**config.mk**
```make
export PLATFORM = sky130hd
export DESIGN_NAME = multidrop_token_uart_node
export DESIGN_NICKNAME = d
export VERILOG_FILES = /design/src/rtl/mdtu_pkg.sv /design/src/rtl/multidrop_token_uart_node.sv
export SDC_FILE = /design/constraint.sdc
export NUM_CORES = 1
export LEC_CHECK = 0
export BUFFER_PORTS_ARGS = -buffer_cell sky130_fd_sc_hd__clkbuf_2
export CAP_MARGIN = 20
export CORE_MARGIN = 2
export CORE_UTILIZATION = 46
export CTS_BUF_LIST = sky130_fd_sc_hd__clkbuf_4
export DETAILED_ROUTE_END_ITERATION = 12
export MAX_ROUTING_LAYER = met4
export PLACE_DENSITY = 0.72
export RECOVER_POWER = 100
export REMOVE_ABC_BUFFERS = 1
export SYNTH_ARGS = -nofsm -noshare
export SYNTH_HDL_FRONTEND = slang
export SYNTH_SLANG_ARGS = --single-unit
export TNS_END_PERCENT = 5
```
**constraint.sdc**
```tcl
create_clock -name i_clk -period 3 [get_ports i_clk]
set_input_delay 0.15 -clock i_clk [delete_from_list [all_inputs] [get_ports i_clk]]
set_output_delay 0.15 -clock i_clk [all_outputs]
set_load 0.1 [all_outputs]
```
**src/rtl/mdtu_pkg.sv**
```systemverilog
// mdtu_pkg: command codes, register indexes and address constants of the multidrop node
package mdtu_pkg;

    // command codes carried in tuser
    localparam logic [2:0] CMD_FRAME_RX = 3'd0;
    localparam logic [2:0] CMD_SLOT_FREE = 3'd1;
    localparam logic [2:0] CMD_TX_DONE = 3'd2;
    localparam logic [2:0] CMD_HOST_PUSH = 3'd3;
    localparam logic [2:0] CMD_HOST_POP = 3'd4;

    // configuration register indexes
    localparam logic [1:0] REG_STATION_ID = 2'd0;
    localparam logic [1:0] REG_BROADCAST_ID = 2'd1;

    localparam int unsigned ADDR_W = 7;
    localparam int unsigned TOKEN_BIT = 7;
    localparam logic [ADDR_W-1:0] BROADCAST_RESET = 7'h7F;

    typedef struct packed {
        logic       tx_accepted;
        logic       rx_overflow;
        logic [7:0] rx_data;
        logic       rx_valid;
        logic       token_request;
        logic       driver_enable;
        logic [7:0] line_out_data;
        logic       line_out_valid;
    } t_result;

endpackage

```
**src/rtl/multidrop_token_uart_node.sv**
```systemverilog
// multidrop_token_uart_node: 9-bit multidrop bus node with token passing and rx/tx rings
// an accepted item passes the input register, then the result register, where its result is valid
// one item per cycle unless stalled; rings read at most once per item, registered into the result
// a stalled result holds the next item in the input register; input stalls once both are full
// reset: synchronous, active low; clears flags, pointers, counts and ids (station 0, broadcast 127)
// ring contents are not cleared: entries are only read after they have been written
module multidrop_token_uart_node
    import mdtu_pkg::*;
#(
    parameter int unsigned BUFFER_DEPTH = 64
) (
    input  logic        i_clk,
    input  logic        i_rst_n,
    // slave side
    input  logic        i_s_tvalid,
    output logic        o_s_tready,
    input  logic [15:0] i_s_tdata,   // frame_data[7:0], host_byte[15:8]
    input  logic [3:0]  i_s_tuser,   // command[2:0], frame_ninth[3]
    // master side
    output logic        o_m_tvalid,
    input  logic        i_m_tready,
    output logic [23:0] o_m_tdata,   // line_out_valid[0], line_out_data[8:1], driver_enable[9],
                                     // token_request[10], rx_valid[11], rx_data[19:12],
                                     // rx_overflow[20], tx_accepted[21], zero[23:22]
    output logic [0:0]  o_m_tuser,   // line_out_ninth[0]
    // configuration write channel
    input  logic        i_cfg_valid,
    output logic        o_cfg_ready,
    input  logic [1:0]  i_cfg_index,
    input  logic [6:0]  i_cfg_data
);

    localparam int unsigned PTR_W = $clog2(BUFFER_DEPTH);
    localparam int unsigned CNT_W = $clog2(BUFFER_DEPTH + 1);
    localparam logic [PTR_W-1:0] PTR_LAST = PTR_W'(BUFFER_DEPTH - 1);
    localparam logic [CNT_W-1:0] CNT_FULL = CNT_W'(BUFFER_DEPTH);

    // configuration
    logic [ADDR_W-1:0] r_station_id;
    logic [ADDR_W-1:0] r_broadcast_id;

    // input register
    logic       r_in_valid;
    logic [2:0] r_cmd;
    logic [7:0] r_fdata;
    logic       r_fninth;
    logic [7:0] r_hbyte;

    // node state
    logic r_listening, n_listening;
    logic r_sending, n_sending;
    logic r_token_sent, n_token_sent;
    logic r_driver_on, n_driver_on;

    logic [PTR_W-1:0] r_rx_wr_ptr, n_rx_wr_ptr;
    logic [PTR_W-1:0] r_rx_rd_ptr, n_rx_rd_ptr;
    logic [CNT_W-1:0] r_rx_count, n_rx_count;
    logic [PTR_W-1:0] r_tx_wr_ptr, n_tx_wr_ptr;
    logic [PTR_W-1:0] r_tx_rd_ptr, n_tx_rd_ptr;
    logic [CNT_W-1:0] r_tx_count, n_tx_count;

    logic [7:0] r_rx_mem [BUFFER_DEPTH];
    logic [7:0] r_tx_mem [BUFFER_DEPTH];
    logic [7:0] r_rx_rdata;
    logic [7:0] r_tx_rdata;

    // result register
    logic       r_out_valid;
    t_result    r_res;
    logic       r_ninth;
    t_result    out_res;

    // decoded item
    logic       fire;
    logic       rx_wr;
    logic       tx_wr;
    logic       rx_pop;
    logic       tx_pop;
    t_result    n_res;
    logic       n_ninth;
    logic       addr_hit;

    function automatic logic [PTR_W-1:0] ptr_inc(input logic [PTR_W-1:0] p);
        ptr_inc = (p == PTR_LAST) ? '0 : p + 1'b1;
    endfunction

    assign fire        = r_in_valid && (!r_out_valid || i_m_tready);
    assign o_s_tready  = !r_in_valid || fire;
    assign o_cfg_ready = 1'b1;
    assign addr_hit    = (r_fdata[ADDR_W-1:0] == r_station_id)
                      || (r_fdata[ADDR_W-1:0] == r_broadcast_id);

    always_comb begin
        n_listening  = r_listening;
        n_sending    = r_sending;
        n_token_sent = r_token_sent;
        n_driver_on  = r_driver_on;
        n_rx_wr_ptr  = r_rx_wr_ptr;
        n_rx_rd_ptr  = r_rx_rd_ptr;
        n_rx_count   = r_rx_count;
        n_tx_wr_ptr  = r_tx_wr_ptr;
        n_tx_rd_ptr  = r_tx_rd_ptr;
        n_tx_count   = r_tx_count;
        rx_wr        = 1'b0;
        tx_wr        = 1'b0;
        rx_pop       = 1'b0;
        tx_pop       = 1'b0;
        n_res        = '0;
        n_ninth      = 1'b0;
        unique case (r_cmd)
            CMD_FRAME_RX: begin
                if (r_fninth) begin
                    n_listening = addr_hit;
                    if (addr_hit && r_fdata[TOKEN_BIT]) begin
                        n_res.token_request = 1'b1;
                        // idle is simply not sending
                        if (!r_sending) begin
                            n_driver_on = 1'b1;
                            n_sending   = 1'b1;
                        end
                    end
                end else if (r_listening) begin
                    if (r_rx_count < CNT_FULL) begin
                        rx_wr       = 1'b1;
                        n_rx_wr_ptr = ptr_inc(r_rx_wr_ptr);
                        n_rx_count  = r_rx_count + 1'b1;
                    end else begin
                        n_res.rx_overflow = 1'b1;
                    end
                end
            end
            CMD_SLOT_FREE: begin
                if (r_sending) begin
                    if (r_tx_count != '0) begin
                        tx_pop               = 1'b1;
                        n_res.line_out_valid = 1'b1;
                        n_tx_rd_ptr          = ptr_inc(r_tx_rd_ptr);
                        n_tx_count           = r_tx_count - 1'b1;
                    end else if (!r_token_sent) begin
                        n_token_sent         = 1'b1;
                        n_res.line_out_valid = 1'b1;
                        n_res.line_out_data  = {1'b0, r_station_id};
                        n_ninth              = 1'b1;
                    end else begin
                        n_sending    = 1'b0;
                        n_token_sent = 1'b0;
                    end
                end
            end
            CMD_TX_DONE: begin
                if (!r_sending) begin
                    n_driver_on = 1'b0;
                end
            end
            CMD_HOST_PUSH: begin
                if (r_tx_count < CNT_FULL) begin
                    tx_wr             = 1'b1;
                    n_tx_wr_ptr       = ptr_inc(r_tx_wr_ptr);
                    n_tx_count        = r_tx_count + 1'b1;
                    n_res.tx_accepted = 1'b1;
                end
            end
            CMD_HOST_POP: begin
                if (r_rx_count != '0) begin
                    rx_pop         = 1'b1;
                    n_res.rx_valid = 1'b1;
                    n_rx_rd_ptr    = ptr_inc(r_rx_rd_ptr);
                    n_rx_count     = r_rx_count - 1'b1;
                end
            end
            default: begin
            end
        endcase
        n_res.driver_enable = n_driver_on;
    end

    // ring memories: at most one write or one registered read each per transaction
    always_ff @(posedge i_clk) begin
        if (fire && rx_wr) begin
            r_rx_mem[r_rx_wr_ptr] <= r_fdata;
        end
        if (fire && tx_wr) begin
            r_tx_mem[r_tx_wr_ptr] <= r_hbyte;
        end
        if (fire && rx_pop) begin
            r_rx_rdata <= r_rx_mem[r_rx_rd_ptr];
        end
        if (fire && tx_pop) begin
            r_tx_rdata <= r_tx_mem[r_tx_rd_ptr];
        end
    end

    // payload of the result register
    always_ff @(posedge i_clk) begin
        if (fire) begin
            r_res   <= n_res;
            r_ninth <= n_ninth;
        end
    end

    // ring bytes join the result; a sent frame without the ninth bit came from the tx ring
    always_comb begin
        out_res = r_res;
        if (r_res.line_out_valid && !r_ninth) begin
            out_res.line_out_data = r_tx_rdata;
        end
        if (r_res.rx_valid) begin
            out_res.rx_data = r_rx_rdata;
        end
    end

    // input register payload
    always_ff @(posedge i_clk) begin
        if (i_s_tvalid && o_s_tready) begin
            r_cmd    <= i_s_tuser[2:0];
            r_fninth <= i_s_tuser[3];
            r_fdata  <= i_s_tdata[7:0];
            r_hbyte  <= i_s_tdata[15:8];
        end
    end

    // control state
    always_ff @(posedge i_clk) begin
        if (!i_rst_n) begin
            r_station_id   <= '0;
            r_broadcast_id <= BROADCAST_RESET;
            r_in_valid     <= 1'b0;
            r_out_valid    <= 1'b0;
            r_listening    <= 1'b0;
            r_sending      <= 1'b0;
            r_token_sent   <= 1'b0;
            r_driver_on    <= 1'b0;
            r_rx_wr_ptr    <= '0;
            r_rx_rd_ptr    <= '0;
            r_rx_count     <= '0;
            r_tx_wr_ptr    <= '0;
            r_tx_rd_ptr    <= '0;
            r_tx_count     <= '0;
        end else begin
            if (i_cfg_valid) begin
                if (i_cfg_index == REG_STATION_ID) begin
                    r_station_id <= i_cfg_data;
                end else if (i_cfg_index == REG_BROADCAST_ID) begin
                    r_broadcast_id <= i_cfg_data;
                end
            end
            if (o_s_tready) begin
                r_in_valid <= i_s_tvalid;
            end
            if (fire) begin
                r_out_valid <= 1'b1;
            end else if (i_m_tready) begin
                r_out_valid <= 1'b0;
            end
            if (fire) begin
                r_listening  <= n_listening;
                r_sending    <= n_sending;
                r_token_sent <= n_token_sent;
                r_driver_on  <= n_driver_on;
                r_rx_wr_ptr  <= n_rx_wr_ptr;
                r_rx_rd_ptr  <= n_rx_rd_ptr;
                r_rx_count   <= n_rx_count;
                r_tx_wr_ptr  <= n_tx_wr_ptr;
                r_tx_rd_ptr  <= n_tx_rd_ptr;
                r_tx_count   <= n_tx_count;
            end
        end
    end

    assign o_m_tvalid = r_out_valid;
    assign o_m_tdata  = {2'b00, out_res};
    assign o_m_tuser  = r_ninth;

`ifndef SYNTHESIS
    a_rx_count_bound: assert property (@(posedge i_clk) disable iff (!i_rst_n)
        r_rx_count <= CNT_FULL)
        else $error("rx ring count beyond depth");

    a_tx_count_bound: assert property (@(posedge i_clk) disable iff (!i_rst_n)
        r_tx_count <= CNT_FULL)
        else $error("tx ring count beyond depth");

    a_token_in_send: assert property (@(posedge i_clk) disable iff (!i_rst_n)
        r_token_sent |-> r_sending)
        else $error("end token marked outside a send");

    a_driver_in_send: assert property (@(posedge i_clk) disable iff (!i_rst_n)
        r_sending |-> r_driver_on)
        else $error("sending with line driver released");

    a_pop_result: assert property (@(posedge i_clk) disable iff (!i_rst_n)
        (fire && r_cmd == CMD_HOST_POP && r_rx_count != '0) |=> (r_out_valid && r_res.rx_valid))
        else $error("pop from non-empty ring gave no byte");
`endif

endmodule
```
After elaboration in Yosys (flattened, before gate mapping)
Memory sizes are Yosys's and may differ from the RTL's. A register that Yosys moved wholly into a read port is not among the register bits.
Index checks and enable logic that the tools add are counted.
- register bits: 93
- bits in writable memories: 1024
- input bits: 34
- output and inout port bits: 28
- logic and storage cells: 151
- memories kept: 2
- memories (name ; depth ; width ; read ports ; clocked after Yosys merged registers in ; write ports ; RTL line ; source):
    r_rx_mem ; 64 ; 8 ; 1 ; 1 ; 1 ; multidrop_token_uart_node.sv:62 ; logic [7:0] r_rx_mem [BUFFER_DEPTH];
    r_tx_mem ; 64 ; 8 ; 1 ; 1 ; 1 ; multidrop_token_uart_node.sv:63 ; logic [7:0] r_tx_mem [BUFFER_DEPTH];
- add/sub/neg operators: 8
- order comparisons: 2
- equal/unequal tests: 20
- multiplexer cells: 47
- bitwise operators: 7
- reduce and logical (&&, ||, !) cells: 38
- operators with widths (kind ; number):
    $mux W7 ; 7
    $mux W1 ; 30
    $pmux W7 S2 ; 2
    $add A6 B1 Y6 const B ; 4
    $eq A6 B6 Y1 const B ; 4
    $mux W6 ; 4
    $ne A2 B2 Y1 const B ; 9
    $mux W8 ; 2
    $add A7 B1 Y7 const B ; 2
    $eq A7 B7 Y1 ; 2
    $lt A7 B7 Y1 const B ; 2
    $reduce_bool A7 Y1 ; 2
    $sub A7 B1 Y7 const B ; 2
    $reduce_and A3 Y1 ; 4
    $reduce_and A4 Y1 ; 3
    $reduce_and A5 Y1 ; 2
    $logic_and A1 B1 Y1 ; 8
    $reduce_bool A2 Y1 ; 4
    $not A1 Y1 ; 7
    $eq A3 B2 Y1 const B ; 2
    $reduce_and A2 Y1 ; 3
    $reduce_and A6 Y1 ; 1
    $reduce_or A3 Y1 ; 2
    $pmux W1 S2 ; 2
    8 further kinds ; 12

Logic depth before layout (Yosys ltp)
Gate-level depths: netlist of run 1.
- depth in word-level cells: 8
- mapped depth: 10
- gate-level depth less buffers: 9

Worst setup path after synthesis of run 1
OpenSTA, ideal clock, no wires.
- path type: flip-flop to flip-flop
- start point: reg r_out_valid (netlist: o_m_tvalid)
- end point: reg r_cmd[0], enable pin
- library setup time: 340 ps
- arrival time: 2770 ps
- required time: 2660 ps
- path slack: -110 ps
- stages on the path, launching flop included: 4
- buffers on the path: 0
- period minus slack after synthesis: 3110 ps
- cell sequence: dfxtp_1 > nor2b_1 > nand2_1 > and2_1
- longest elaborated chain between the ends: 5
- ends and longest elaborated chain (item ; RTL line ; source):
    start: declaration ; multidrop_token_uart_node.sv:68 ; logic r_out_valid;
    start signal: assignment ; multidrop_token_uart_node.sv:228 ; r_out_valid <= 1'b0;
    start signal: assignment ; multidrop_token_uart_node.sv:251 ; r_out_valid <= 1'b1;
    start signal: assignment ; multidrop_token_uart_node.sv:253 ; r_out_valid <= 1'b0;
    $logic_not A1 Y1 ; multidrop_token_uart_node.sv:87 ; assign fire = r_in_valid && (!r_out_valid || i_m_tready);
    $logic_or A1 B1 Y1 ; multidrop_token_uart_node.sv:87 ;
    $logic_and A1 B1 Y1 ; multidrop_token_uart_node.sv:87 ;
    $logic_or A1 B1 Y1 ; multidrop_token_uart_node.sv:88 ; assign o_s_tready = !r_in_valid || fire;
    named net o_s_tready ; multidrop_token_uart_node.sv:16 ; output logic o_s_tready,
    $logic_and A1 B1 Y1 ; multidrop_token_uart_node.sv:214 ; if (i_s_tvalid && o_s_tready) begin
    end signal: assignment ; multidrop_token_uart_node.sv:215 ; r_cmd <= i_s_tuser[2:0];
    end: declaration ; multidrop_token_uart_node.sv:44 ; logic [2:0] r_cmd;
The timed path passes the listed nets, and every way through them passes these cells.
A chain may end at the register's enable or synchronous reset.

Worst setup path in the final report of run 1
- start point: reg r_ninth (netlist: o_m_tuser)
- end point: out o_m_tdata[8]
- longest elaborated chain between the ends: 3
- ends and longest elaborated chain (item ; RTL line ; source):
    start: declaration ; multidrop_token_uart_node.sv:70 ; logic r_ninth;
    start signal: assignment ; multidrop_token_uart_node.sv:197 ; r_ninth <= n_ninth;
    $logic_not A1 Y1 ; multidrop_token_uart_node.sv:204 ; if (r_res.line_out_valid && !r_ninth) begin
    $logic_and A1 B1 Y1 ; multidrop_token_uart_node.sv:204 ;
    $mux W8 ; multidrop_token_uart_node.sv:204 ;
    end: declaration ; multidrop_token_uart_node.sv:22 ; output logic [23:0] o_m_tdata,
No other way between the ends.

==> metrics.txt, run 1 <==
Overflow after GRT=0; RSZ-0062 raised after global routing=false; antenna violations before repair=3; design area=~50000 um2; CP Data Required Time=around 2.9 ns; total die area=99300 um2; Int Power=23.9 mW; Die W=315 um; CTS tree=done; worst-path fanout max=8; post-synth design cell area=44500 um2; postcts setup bufs=0; sequential area share after synthesis=75.0%; boundary pin count=62; share of post-route cells with drive strength above 1=a little under a third; critical-path cell list=nand2b_2 > nor2_1 > clkbuf_2; post-synthesis cell count=2314; initial core utilization=46.2%; vias in the first global route=approximately 26000; synth unique cells=74; worst path bufs/invs=1; Clk Latency, worst-skew pair=roughly 1.1 ns; DP HPWL=66.7 mm; FF+latch count, synth=about 1100; H-tree Lvls=5; Crit. End Element=output port; minimum clock period=a little under 3 ns; CTS Buf Count=about 290; worst vdd ir=0.393 mV; initial drt markers=2738; status=finished with violations; per-cell routed wire length=24.3 um; Top Family by Delay on Critical Path=simple AND/OR/NAND/NOR gates; CTS max path bufs=4; clk slew on worst S/H paths=0.08 ns; Die H=315 um; EDFF count, synth=1074; Switching Power=roughly 6.4 mW; first-pass GRT wire length=roughly 160 mm; FMAX=between 300 and 400 MHz; Final Power=30.3 mW; violations in the final reports=capacitance limit, slew limit; clock root buffer master=clkbuf_4; Avg Vias per Cell=5.72; core region area=96300 um2; Post-Layout Cell Count=4318; clock skew=0.0718 ns; area grow syn2layout=15.5%; Final nets=2895; Syn Area/Cell=19.2 um2; Hold Vio Cnt, Final=0; synth warn=0; Slew Limit Fails=590; Tcrit/Tclk final=a little over nine tenths; Via Count=24700; setup tns final=0 ns; pwr dens=between 500 and 600 nW/um2; Worst Hold Class=primary input to flop; Sink Count=1132; Top FF cell, synth=edfxtp_1; largest net degree at the start of global routing=65; max cap viols=11; Routed Antenna Nets=0; Total Routed Length=105 mm; Yosys top cell area share=72.4%; Crit Path Class=flop to output port; drt pass-1 iters=6; dpl cell area=47700 um2; largest area contributor in the netlist=edfxtp_1; Tightest Pin Transition=roughly 1.9 ns; Worst path slowest cell=clkbuf_2; top post-synthesis cells by area=edfxtp_1 72%, mux4_2 12%, dfxtp_1 2.6%; worst rel slew slack=-27.6%; Cells after DPL=3750; Logic pwr share=2.0%; GRT Util Overall=22.0%; CP max stage delay=0.53 ns; CP arrival=2.77 ns; GP Congestion=0.943; DRC=0; LEAKAGE=16.6 nW; Worst Setup Slack, final=just under 0.08 ns; num rows=114; pre-CTS WS=0.191 ns; Clk pwr share=40.7%; port buffer count=58; Seq pwr share=57.3%; switching share of power=a little over a fifth; critical path launch point type=flop; asr flop ratio synth=0%; Finish-stage setup viols=0
-- worst min-delay path: cells and delay by family --
kind | cells | cell delay (ns)
buf+inv | 2 | 0.66
simple gates | 3 | 0.45
-- cell families (layout without fill, tap and decap cells) --
| logic type | after synthesis | count (layout) | share of synthesized area, % |
|---|---|---|---|
| other | 2 | 9 | 0.0169 |
| xor gates and xnor gates | 45 | 45 | 0.885 |
| and+or+nand+nor | 412 | 412 | 4.44 |
| muxes | 324 | 324 | 13.8 |
| DFF | 1132 | 1132 | 75.0 |
| buffers and inverters | 147 | 868 | 1.61 |
| adders and majority gates | 18 | 18 | 0.540 |
| AOI/OAI and AO/OA | 234 | 234 | 3.70 |
-- cell type report --
cell class / instances / area, um2
Antenna cell: 6 / 15.0
Clock buffer: 419 / 3150
Clock inverter: 65 / 277
Fill cell: 7587 / 44900
Inverter: 15 / 56.3
Multi-Input combinational cell: 1036 / 10400
Sequential cell: 1132 / 33400
Tap cell: 1276 / 1600
Timing Repair Buffer: 369 / 2510
-- what timing repair did --
action | 4_1_cts | 5_1_grt
setup endpoints to repair | 8 | 9
hold buffers | 76 | 0
hold endpoints to repair | 83 | 0
resized for setup | 1 | 1
-- cells in the mapped netlist, types with 4 or more instances --
library cell	n
a211o_1	5
a211oi_1	25
a21oi_1	48
a221oi_1	10
a22o_1	16
a22oi_1	52
and2_1	24
and3_1	4
buf_1	12
buf_2	35
buf_4	28
clkbuf_1	54
dfxtp_1	58
edfxtp_1	1074
ha_1	16
inv_1	14
mux2_2	8
mux2i_1	86
mux4_2	230
nand2_1	58
nand2b_1	11
nand3_1	25
nand3b_1	10
nand4_1	7
nor2_1	199
nor2b_1	21
nor3_1	16
o21ai_0	18
o21ai_1	5
o21bai_1	4
o221ai_1	15
o22ai_1	14
or3_1	6
or3b_2	5
xnor2_1	29
xor2_1	16
-- per-layer routing --
| layer | GRT usage (%) | up-vias | routed length (um) |
|---|---|---|---|
| li1 | - | 10600 | - |
| met1 | 28.2 | 12600 | 41000 |
| met2 | 34.9 | 1224 | 52400 |
| met3 | 4.00 | 229 | 8600 |
| met4 | 8.63 | 0 | 3150 |
| met5 | - | - | 0 |
-- path summary, 6_finish.rpt --
check                           cells after the start               from                end  slack, ns
worst max-delay path                                3          o_m_tuser       o_m_tdata[8]       0.08
worst min-delay path                                5     i_cfg_index[0]  r_broadcast_id[1]       0.22
worst max register to register                      9           r_cmd[2]    r_tx_mem[29][2]       0.10
worst min register to register                      2  r_broadcast_id[1]  r_broadcast_id[1]       0.49
-- state kept, by name, summed over array words and instances (netlist names), 8 cells and up --
| name | cells |
|---|---|
| r_tx_mem | 512 |
| r_rx_rdata | 8 |
| r_rx_mem | 512 |
| r_hbyte | 8 |
| r_tx_rdata | 8 |
| r_fdata | 8 |
-- power by group through the flow --
stage	clock network (mW)	registers, mW	logic, mW
2_1_floorplan	0	17.8	0.165
3_3_place_gp	0	17.7	0.533
3_5_place_dp	0	17.7	0.563
4_1_cts	12.6	17.4	0.636
5_1_grt	13.4	17.4	0.658
6_report	12.3	17.4	0.619
-- placed cells by master, fill, tap and decap left out, types with 25 or more instances in the layout --
master,instances
nand3_1,26
nor2_1,198
a21oi_1,48
clkbuf_1,49
edfxtp_1,1074
a211oi_1,25
mux4_2,230
nand2_1,58
buf_4,65
clkbuf_2,159
xnor2_1,29
dlygate4sd3_1,76
mux2i_1,86
a22oi_1,52
dfxtp_1,52
clkinv_1,51
clkbuf_4,421
-- stage by stage --
step                hold WS [ns]  utilization [%]
finish                     0.216             53.4
floorplan                  0.222                -
global placement           0.328             49.5
CTS                       0.0338             53.9
detailed placement         0.331             49.5
global route               0.213             53.4
Power figures use the tool's default switching activity.
==> run 2: changes to the inputs <==
- CAP_MARGIN: 20 -> not set
- GPL_TIMING_DRIVEN: not set -> 0
- SETUP_SLACK_MARGIN: not set -> 0.1
==> metrics.txt, run 2 (synthesized netlist as in run 1, its figures left out) <==
top flop regs=r_rx_mem x512, r_tx_mem x512; Clk Latency, worst-skew pair=1.13 ns; DRC=0; area grow syn2layout=15.8%; most common cell after layout, fill and taps aside=edfxtp_1; Die H=~320 um; Final nets=approximately 2700; minimum clock period=2.93 ns; Switching Power=around 6.4 mW; worst rel slew slack=-24.8%; Final Power=30.2 mW; boundary pin count=62; worst vdd ir=0.442 mV; num rows=114; CP arrival=3.77 ns; RSZ-0062 raised after global routing=true; Int Power=23.8 mW; vias in the first global route=24700; GRT Util Overall=21.6%; Via Count=24100; H-tree Lvls=5; Routed Antenna Nets=0; CTS max path bufs=4; Finish-stage setup viols=0; Tcrit/Tclk final=97.6%; pwr dens=just under 600 nW/um2; critical path launch point type=flop; pre-CTS WS=-1.04 ns; Logic pwr share=2.0%; Crit. End Element=flop; FMAX=approximately 340 MHz; antenna violations before repair=8; Hold Vio Cnt, Final=0; fin util=between 50 and 60%; clock root buffer master=clkbuf_4; Die W=about 320 um; drt pass-1 iters=5; Avg Vias per Cell=5.80; Sink Count=between 1000 and 1500; CP Data Required Time=3.85 ns; DP HPWL=63.8 mm; Crit Path Class=flop to flop; CTS tree=done; dpl cell area=~47000 um2; Tightest Pin Transition=1.87 ns; initial drt markers=2453; Slew Limit Fails=21; core region area=96300 um2; initial core utilization=between 40% and 50%; Overflow after GRT=0; share of post-route cells with drive strength above 1=between 30% and 40%; Total Routed Length=between 100 and 150 mm; CTS Buf Count=285; register area=roughly 33000 um2; LEAKAGE=16.0 nW; Seq pwr share=57.7%; clock skew=0.0732 ns; max cap viols=2; worst-path fanout max=55; port buffer count=58; switching share of power=21.2%; Worst Setup Slack, final=0.0727 ns; violations in the final reports=capacitance limit, slew limit; per-cell routed wire length=25.2 um; status=finished with violations; Worst Hold Class=primary input to flop; # fillers=approximately 7300; first-pass GRT wire length=153 mm; largest net degree at the start of global routing=65; area of the multi-input gates=11200 um2; design area=51600 um2; Clk pwr share=just over 40%; GP Congestion=0.862; most frequent cells in the layout=1074 x edfxtp_1, 407 x clkbuf_4, 230 x mux4_2, 90 x nor2_1, 86 x mux2i_1; clk slew on worst S/H paths=about 0.070 ns; total die area=99300 um2
## run 2: cell types whose count changed in the layout (fill, tap and decap cells not counted), sizes merged, moves of 4 or more
cell    delta
inv        -4
clkbuf   -124
buf       -40
clkinv    -10
## run 2: path summary, 6_finish.rpt
path | from | end | cells past startpoint | slack, ns
min | i_s_tuser[0] | r_cmd[0] | 3 | 0.27
min reg2reg | r_broadcast_id[3] | r_broadcast_id[3] | 2 | 0.49
max reg2reg | r_rx_rd_ptr[1] | r_rx_rdata[2] | 4 | 0.07
max | r_rx_rd_ptr[1] | r_rx_rdata[2] | 4 | 0.07
## run 2: stage by stage
stage	std cells	TNS (ns)	hold WS, ns
global route	4144	0	0.226
finish	4144	0	0.273
floorplan	2183	-89.54	0.222
detailed placement	3558	-576.78	0.329
CTS	4105	-2.58	0.137
global placement	3517	-667.68	0.329
## run 2: area by class of cell
type                    instances  share of cell area, %
diodes                          7                 0.0340
clock buffers                 403                   5.87
clock inverters                53                  0.510
inverters                      15                  0.116
multi-input cells            1036                   21.6
flip-flops and latches       1132                   64.8
well taps                    1276                   3.10
repair buffers                222                   3.91
## run 2: routing by layer
| metal | GRT usage, % | vias to the layer above | wire length, um |
|---|---|---|---|
| li1 | - | 10300 | - |
| met5 | - | - | 0 |
| met2 | 33.9 | 1205 | 52200 |
| met4 | 8.76 | 0 | 3480 |
| met1 | 27.1 | 12300 | 39800 |
| met3 | 5.10 | 228 | 9080 |
## run 2: worst max-delay path, stage by stage, from the launching register on
cell	delay (ns)
dfxtp_4	0.93
mux4_2	0.48
a2111oi_0	0.81
a211o_1	0.32
o221ai_2	0.13
## run 2: power groups by stage
stage	registers (mW)	logic [mW]	clock network (mW)
2_1_floorplan	17.8	0.165	0
3_3_place_gp	17.9	0.276	0
3_5_place_dp	17.7	0.616	0
4_1_cts	17.4	0.698	12.4
5_1_grt	17.4	0.645	13.2
6_report	17.4	0.605	12.2
## run 2: what timing repair did
action | CTS | global route
pin swaps | 10 | 40
resized for setup | 243 | 74
hold buffers | 76 | 0
gates cloned | 1 | 0
buffers inserted | 14 | 31
endpoints found under the setup margin | 1052 | 892
endpoints found under the hold margin | 84 | 0
